<file path="src/ttlb_pkg.sv">
// Shared types, sizes and codes of the text terminal line buffer.
// No dependencies; every other file imports this package.
`default_nettype none

package ttlb_pkg;

	// Ring and view geometry
	localparam int RING_LINES = 96;
	localparam int LINE_COLS  = 31;
	localparam int VIEW_ROWS  = 8;

	// Derived widths
	localparam int SLOT_W = $clog2(RING_LINES);
	localparam int COL_W  = $clog2(LINE_COLS + 1);
	localparam int ADDR_W = $clog2(RING_LINES * LINE_COLS);
	localparam int DIST_W = 17;

	// Line counter saturation point
	localparam logic [15:0] LC_MAX = 16'hFFFF;

	// Function codes
	localparam logic [1:0] FN_PUT  = 2'd0;
	localparam logic [1:0] FN_UP   = 2'd1;
	localparam logic [1:0] FN_DOWN = 2'd2;
	localparam logic [1:0] FN_READ = 2'd3;

	// Character codes
	localparam logic [7:0] CH_BS    = 8'h08;
	localparam logic [7:0] CH_TAB   = 8'h09;
	localparam logic [7:0] CH_LF    = 8'h0A;
	localparam logic [7:0] CH_CR    = 8'h0D;
	localparam logic [7:0] CH_SPACE = 8'h20;

	typedef struct packed {
		logic [1:0] func;
		logic [7:0] char_code;
		logic [2:0] view_row;
		logic [4:0] view_col;
	} req_t;

	typedef struct packed {
		logic [7:0]  cell_char;
		logic        cell_present;
		logic [4:0]  cursor_column;
		logic [15:0] lines_total;
		logic [15:0] scroll_offset;
	} rsp_t;

	// Commands from the controller to the datapath
	typedef struct packed {
		logic load;
		logic row_map;
		logic len_rd;
		logic chr_rd;
		logic done;
	} cmd_t;

endpackage

`default_nettype wire

</file>
<file path="src/ttlb_ctrl.sv">
// Controller of the terminal line buffer: sequences one request at a time.
// Depends on ttlb_pkg.
`default_nettype none

module ttlb_ctrl import ttlb_pkg::*; (
	input  wire logic       clk,
	input  wire logic       arst_n,
	input  wire logic       start,
	input  wire logic [1:0] func,
	output logic            busy,
	output cmd_t            cmd
);

	localparam logic [2:0] S_IDLE = 3'd0;
	localparam logic [2:0] S_ROW  = 3'd1;
	localparam logic [2:0] S_LEN  = 3'd2;
	localparam logic [2:0] S_CHR  = 3'd3;
	localparam logic [2:0] S_DONE = 3'd4;

	logic [2:0] state_q;
	logic [2:0] state_d;

	// Next state: reads walk through row mapping and both memories
	always_comb begin
		state_d = state_q;
		unique case (state_q)
			S_IDLE: begin
				if (start) begin
					state_d = (func == FN_READ) ? S_ROW : S_DONE;
				end
			end
			S_ROW:  state_d = S_LEN;
			S_LEN:  state_d = S_CHR;
			S_CHR:  state_d = S_DONE;
			S_DONE: state_d = S_IDLE;
			default: state_d = S_IDLE;
		endcase
	end

	always_ff @(posedge clk or negedge arst_n) begin
		if (!arst_n) begin
			state_q <= S_IDLE;
		end else begin
			state_q <= state_d;
		end
	end

	// Decode commands
	assign busy        = (state_q != S_IDLE);
	assign cmd.load    = (state_q == S_IDLE) && start;
	assign cmd.row_map = (state_q == S_ROW);
	assign cmd.len_rd  = (state_q == S_LEN);
	assign cmd.chr_rd  = (state_q == S_CHR);
	assign cmd.done    = (state_q == S_DONE);

endmodule

`default_nettype wire

</file>
<file path="config.mk">
export PLATFORM = sky130hd
export DESIGN_NAME = ttlb_ctrl
export DESIGN_NICKNAME = d
export VERILOG_FILES = /design/src/ttlb_pkg.sv /design/src/ttlb_ctrl.sv
export SDC_FILE = /design/constraint.sdc
export NUM_CORES = 1
export LEC_CHECK = 0
export BUFFER_PORTS_ARGS = -buffer_cell sky130_fd_sc_hd__buf_4
export CORE_AREA = 2 2 39 41
export CTS_CLUSTER_SIZE = 40
export DETAILED_ROUTE_END_ITERATION = 7
export DIE_AREA = 0 0 41 43
export HOLD_SLACK_MARGIN = 0.1
export PLACE_DENSITY = 0.37
export SETUP_SLACK_MARGIN = 0.1
export SYNTH_ARGS = -nofsm -noshare
export SYNTH_HDL_FRONTEND = slang
export SYNTH_SLANG_ARGS = --single-unit
</file>
<file path="constraint.sdc">
create_clock -name clk -period 1.76 [get_ports clk]
set_clock_uncertainty 0.05 [all_clocks]
set_input_delay 0 -clock clk [delete_from_list [all_inputs] [get_ports clk]]
set_output_delay 0 -clock clk [all_outputs]
set_load 0.03 [all_outputs]
</file>
### Word-level counts from Yosys, hierarchy flattened

Cells that the tools add are included.

* register bits after elaboration: 3
* output and inout port bits: 6

* equality and inequality tests: 6
* muxes and demuxes: 3
* reductions and logical operators: 3

Operators by type and width (number)
* one-hot mux 3 bit (4 select lines): 1
* equality test 3 x 2 -> 1 bit (second input constant): 2
* two-way mux 3 bit: 2
* equality test 3 x 1 -> 1 bit (second input constant): 1
* equality test 3 bit (second input constant): 1
* zero test 3 bit: 1
* nonzero test 3 bit: 1
* equality test 2 bit (second input constant): 1
* != test 2 bit (second input constant): 1
* logical AND 1 bit: 1

### Logic depth before layout (Yosys ltp)

Gate-level depths: netlist of the first run.

* depth after elaboration: 4
* mapped depth: 3
* gate-level depth less buffers: 2

### Least setup slack after synthesis of the first run

Ideal clock, no wire load.

* path type: register to output
* start: register state_q[2]
* end: output cmd[0] (netlist name)
* arrival time: 1.310 ns
* data required time: 1.710 ns
* slack: 0.400 ns
* stages on the path, launching flop included: 3
* buffers on the path: 1
* cell sequence: dfrtp_1 clkbuf_1 nor3b_1

RTL lines
* start: declaration: RTL line ttlb_ctrl.sv:20 `logic [2:0] state_q;`
* start signal: assignment: RTL line ttlb_ctrl.sv:44 `state_q <= state_d;`
* end: declaration: RTL line ttlb_ctrl.sv:11 `output cmd_t cmd`

### Worst setup path in the final report of the first run

* start: register state_q[1]
* end: register state_q[0]

* word-level cells in the longest chain between the ends: 2

RTL lines
* equality test 3 x 2 -> 1 bit, or another cell as far along: RTL line ttlb_ctrl.sv:26 `unique case (state_q)`
* one-hot mux 3 bit (4 select lines) / != test 2 bit (equally long branches)

Parallel ways exist; a longest one is shown, timed or not.
A chain may end at the register's enable or synchronous reset.

==> metrics.txt, run 1 <==
status complete, no violations; drt wl/cell about 9.1 um; Fill cells 155; NumNets Final 44; CTS tree done; crit share post-route 81.30%; clock slew at reported path FFs 40 ps; Synth Area in Compound Gates between 10% and 20%; critical path arrival 1480 ps; Unique masters post-synth 15; die area about 0.0018 mm2; Post-Synthesis Cells 21; most common cell in the netlist nor3b_1; Post-Synth XOR/XNOR Area 4.575%; Synth Register Bits 3; final setup violation count 0; Pwr per Cell Area 1900 mW/mm2; hold slack final ~140 ps; fin area between 300 and 400 um2; Seq/Total Area, Yosys 39.22%; top flop regs state_q (3); dpl cell area 266.5 um2; Cell Area, Synth 191.4 um2; Max IR drop VDD 0.6785 mV; Placed Cells 44; Synth top area share 39.22%; DP HPWL 329.3 um; Startpoint Class flop; Placer Congestion 0.5910; worst-margin pin slew 260.1 ps; LEAKAGE 0.1589 nW; DRC viols 0; RSZ-0062 raised after global routing false; clk sinks 3; top cell types by occurrence after synthesis nor3b_1 (4), dfrtp_1 (3), nor2_1 (2); setup TNS 0 ps; H-tree Lvls 1; Area Growth Syn to Fin 84.31%; Skew-Pair Late Insertion Delay ~230 ps; final non-filler cell total 54; Clock Path Buffers 2; chip width about 41 um; Starting Density 13.83%; via count roughly 210; diode count 0; final hold viol count 0; FFs w/ async S/R, synth 100.0%; multiplexer share of the synthesized area 0%; vias in the first global route around 190; Port Buf Inserts 10; Reg with most FFs state_q; final wirelength 491 um; slew margin rel. between 80% and 90%; Synthesized Nets 26; Post-CTS Setup Bufs 0; number of synthesized flops with an enable pin 0; Req. time, crit path roughly 1800 ps; fraction of layout cells with a size suffix above 1 39.47%; CP max FO 8; DRT Pass-1 Iters 3; largest net degree at the start of global routing 10; HP Class primary input to flop; total track usage 6.237%; fin crit period 1431 ps; max reg flops 3; Routed Antenna Nets 0; Max Freq 698.9 MHz; YS warnings 0; Yosys top cell by area dfrtp_1; total congestion overflow 0; MaxCap Viol Count 0; I/O pins 11; Synth Flop Type dfrtp_1; synthesized area per cell a little over 9 um2; Adder-Cell Fraction of Synth Area 0%; CTS Root Cell clkbuf_4; main combinational cell family by area after synthesis simple AND/OR/NAND/NOR gates; Slew Limit Fails 0; CORE AREA ~0.0014 mm2; antenna violations before repair 0; Synth Area in Simple Gates 33.33%; Iter 0 DRT Violations 5; site row count 14; crit path kind flop to flop; first-pass GRT wire length 710 um; synth top area cells dfrtp_1 (39%), nor3b_1 (16%), buf_6 (5.9%); total CTS buffers 3; Die Span Y 43 um; crit end category flop; Vias/cell 3.926
==> cell usage in the layout, fill, tap and decap left out <==
| cell type | count |
|---|---|
| buf_4 | 10 |
| nor2_2 | 1 |
| nand2_1 | 1 |
| clkbuf_4 | 3 |
| clkbuf_1 | 1 |
| dlygate4sd3_1 | 6 |
| inv_1 | 1 |
| o2bb2ai_1 | 1 |
| a21oi_1 | 1 |
| or3_4 | 1 |
| nor2_1 | 2 |
| nor3b_1 | 4 |
| nor3_1 | 1 |
| a31oi_1 | 1 |
| dfrtp_1 | 3 |
| xnor2_1 | 1 |
==> worst max-delay path: stages, from the launching register on <==
cell and delay (ps):
dfrtp_1 460, a31oi_1 180, dlygate4sd3_1 570, nor3_1 40
==> metrics by stage <==
step | total power, mW | setup slack (ps) | utilization [%]
after global routing | 0.7123 | 279.1 | 25.50
after global placement | 0.5152 | 607.6 | 19.26
final | 0.6702 | 329.1 | 25.50
after floorplan | 0.4270 | 399.9 | -
after detailed placement | 0.5139 | 605.1 | 19.26
after CTS | 0.6743 | 328.5 | 25.50
==> per-layer routing <==
layer | share of wire, % | wire length, um | global-route usage, % | up-vias
met1 | 47 | 229 | 5.825 | 97
met4 | 0 | 0 | 2.000 | 0
li1 | - | - | - | 104
met5 | 0 | 0 | 0 | -
met2 | 43 | 212 | 10.00 | 11
met3 | 10 | 49 | 4.712 | 0
==> timing repair <==
| item | CTS | global route |
|---|---|---|
| hold buffers | 6 | 0 |
| resized for setup | 0 | 0 |
| hold endpoints to repair | 5 | 0 |
==> path summary, 6_finish.rpt <==
check / startpoint / end / slack (ps) / cells past startpoint
max: state_q[1] / state_q[0] / 330 / 3
min: start / state_q[2] / 140 / 3
max reg2reg: state_q[1] / state_q[0] / 330 / 3
min reg2reg: state_q[2] / state_q[1] / 530 / 1
max in group asynchronous: arst_n / state_q[0] / 910 / 3
min in group asynchronous: arst_n / state_q[1] / 600 / 3
==> cells by family after synthesis <==
| kind of cell | count (synthesis) |
|---|---|
| xor gates and xnor gates | 1 |
| DFF | 3 |
| buffers and inverters | 4 |
| AOI/OAI and AO/OA | 3 |
| and+or+nand+nor | 10 |
==> final cells by class <==
| type | instances | area [um2] | area share [%] |
|---|---|---|---|
| sequential | 3 | 75.07 | 21.28 |
| timing repair buffer | 16 | 135.1 | 38.30 |
| tap | 16 | 20.02 | 5.674 |
| inverter | 1 | 3.754 | 1.064 |
| clock buffer | 4 | 26.28 | 7.447 |
| multi-input combinational | 14 | 92.59 | 26.24 |
==> where the power goes <==
part	switching, mW	total, mW	internal (mW)	leakage [nW]
Combinational	0.201	0.382	0.181	0.105
Clock	0.0352	0.120	0.0849	0.0150
Sequential	0.0674	0.168	0.101	0.0386
Power figures use the tool's default switching activity.
==> run 2, diff against run 1 <==
--- a/config.mk
+++ b/config.mk
@@ -11,7 +11,7 @@
 export DETAILED_ROUTE_END_ITERATION = 7
 export DIE_AREA = 0 0 41 43
 export HOLD_SLACK_MARGIN = 0.1
-export PLACE_DENSITY = 0.37
+export PLACE_DENSITY = 0.38
 export SETUP_SLACK_MARGIN = 0.1
 export SYNTH_ARGS = -nofsm -noshare
 export SYNTH_HDL_FRONTEND = slang
==> constraint.sdc (replaced) <==
create_clock -name clk -period 1.28 [get_ports clk]
set_clock_uncertainty 0.05 [all_clocks]
set_input_delay 0 -clock clk [delete_from_list [all_inputs] [get_ports clk]]
set_output_delay 0 -clock clk [all_outputs]
set_load 0.03 [all_outputs]
==> run 2 against run 1 <==
Effect of this change: the flow now finishes with violations (negative setup slack); die area unchanged; routed wire length increased by 26%; via count grew 11%; core utilization increased by 4.6 points; first-iteration DRC count decreased by 100%; worst hold slack better by 420 ps; clock-buffer cell count did not move; critical path depth unchanged; final area grew 18%; sequential power hardly changed; combinational power up 96%; power up 62%; critical endpoint is now cmd[4].
==> metrics.txt, run 2 (synthesis gave the netlist of run 1 again) <==
final wirelength 617 um (was 491 um); min-delay src state_q[2] (was start); Starting Density 13.83% (unchanged); DRT Pass-1 Iters 1 (was 3); max reg flops 3 (unchanged); worst-margin pin slew 179.4 ps (was 260.1 ps); Pwr per Cell Area 2601 mW/mm2 (was 1900 mW/mm2); LEAKAGE 0.1922 nW (was 0.1589 nW); Worst Hold Depth 2 (was 3); setup TNS -10.12 ps (was 0 ps); hold slack final 554.5 ps (was 136.0 ps); worst hold endpoint state_q[1] (was state_q[2]); crit share post-route 100.8%; final non-filler cell total 58 (was 54); antenna violations before repair 0 (unchanged); Slew Limit Fails 0 (unchanged); CORE AREA 0.001384 mm2 (unchanged); site row count 14 (unchanged); fin area 416.7 um2 (was 352.8 um2); H-tree Lvls 1 (unchanged); first-pass GRT wire length 1.014 mm (was 710 um); most frequent cells in the layout buf_4 (12), dlygate4sd3_1 (5) (was buf_4 (10), dlygate4sd3_1 (6), nor3b_1 (4)); CP max FO 2 (was 8); reg-to-reg slack, setup 280 ps (was 330 ps); CTS tree done (unchanged); commonest non-fill, non-tap cell in the layout buf_4 (unchanged); Skew-Pair Late Insertion Delay 230 ps (about the same); die area 0.001763 mm2 (unchanged); drt wl/cell 10.64 um (was 9.093 um); Reg with most FFs state_q (unchanged); Max Freq 775.1 MHz; total track usage 9.027% (was 6.237%); total power 1.084 mW (was 0.6702 mW); Port Buf Inserts 10 (unchanged); DRC viols 0 (unchanged); status finished with violations (was complete, no violations); Worst R2R Start state_q[1] (unchanged); Iter 0 DRT Violations 0 (was 5); R2R depth 4 (was 3); clk sinks 3 (unchanged); via count 235 (was 212); crit path kind flop to primary output (was flop to flop); slew margin rel. 87.95% (was 82.66%); largest net degree at the start of global routing 9 (was 10); Placer Congestion 0.6244 (was 0.5910); I/O pins 11 (unchanged); critical path arrival 1240 ps (was 1480 ps); Area Growth Syn to Fin 117.6% (was 84.31%); top flop regs state_q (3) (unchanged); HP Class flop to flop (was primary input to flop); Max IR drop VDD 1.304 mV (was 0.6785 mV); NumNets Final 48 (was 44); Clock Path Buffers 2 (unchanged); Die Span Y 43 um (unchanged); total CTS buffers 3 (unchanged); Startpoint Class flop (unchanged); vias in the first global route 239 (was 192); Placed Cells 47 (was 44); failing checks negative setup slack; CTS Root Cell clkbuf_4 (unchanged); MaxCap Viol Count 0 (unchanged); Routed Antenna Nets 0 (unchanged); final setup violation count 1 (was 0); clock slew at reported path FFs 40 ps (about the same); RSZ-0062 raised after global routing true (was false); fin crit period 1290 ps; dpl cell area 299.0 um2 (was 266.5 um2); final hold viol count 0 (unchanged); fraction of layout cells with a size suffix above 1 59.52% (was 39.47%); Fill cells 153 (was 155); crit end category primary output (was flop); Vias/cell 4.052 (was 3.926); diode count 0 (unchanged); total congestion overflow 0 (unchanged); Req. time, crit path 1230 ps (was 1810 ps); fin worst setup slack -10.12 ps (was 329.1 ps); RR Endpoint state_q[1] (was state_q[0]); chip width 41 um (unchanged)
==> run 2: how the worst max path moves through the flow <==
| stage | startpoint | end |
|---|---|---|
| floorplan | state_q[2] | cmd[2] |
| CTS | state_q[2] | cmd[4] |
| global placement | state_q[1] | cmd[4] |
| global route | state_q[2] | cmd[4] |
| detailed placement | state_q[1] | cmd[4] |
| finish | state_q[2] | cmd[4] |
==> run 2: layer usage <==
layer  global-route usage, %  part of all wire [%]  vias to the layer above
met5                       0                     0                        -
met1                   10.26                    40                      109
met3                   2.094                    10                        2
met4                   10.00                   3.4                        0
met2                   12.19                    46                       13
li1                        -                     -                      111
==> run 2: critical path: stages, from the launching register on <==
cell and delay [ps]:
dfrtp_1 370, or3_4 410, nor2_4 90, buf_6 130
==> run 2: layout make-up <==
type                       count  area [um2]  share of cell area [%]
inverter                       1       3.754                  0.9009
sequential                     3       75.07                   18.02
timing repair buffer          20       173.9                   41.74
tap                           16       20.02                   4.805
multi-input combinational     14       117.6                   28.23
clock buffer                   4       26.28                   6.306
==> run 2: power by group <==
| group | total [mW] | internal [mW] | switching [mW] |
|---|---|---|---|
| clock network | 0.167 | 0.117 | 0.0500 |
| logic | 0.749 | 0.348 | 0.401 |
| registers | 0.168 | 0.139 | 0.0290 |
| total | 1.08 | 0.604 | 0.480 |
==> run 2: repair_timing <==
action | 4_1_cts | 5_1_grt
pin swaps | 1 | 2
hold endpoints to repair | 5 | 0
gates cloned | 0 | 0
hold buffers | 5 | 0
setup buffers | 0 | 2
setup endpoints to repair | 5 | 6
gates resized for setup | 5 | 2
==> run 2: stage by stage <==
| step | utilization [%] | setup slack (ps) |
|---|---|---|
| after floorplan | - | -25.63 |
| after global placement | 21.61 | 231.5 |
| after detailed placement | 21.61 | 221.9 |
| after CTS | 28.66 | -21.34 |
| after global routing | 30.11 | -53.97 |
| final | 30.11 | -10.12 |
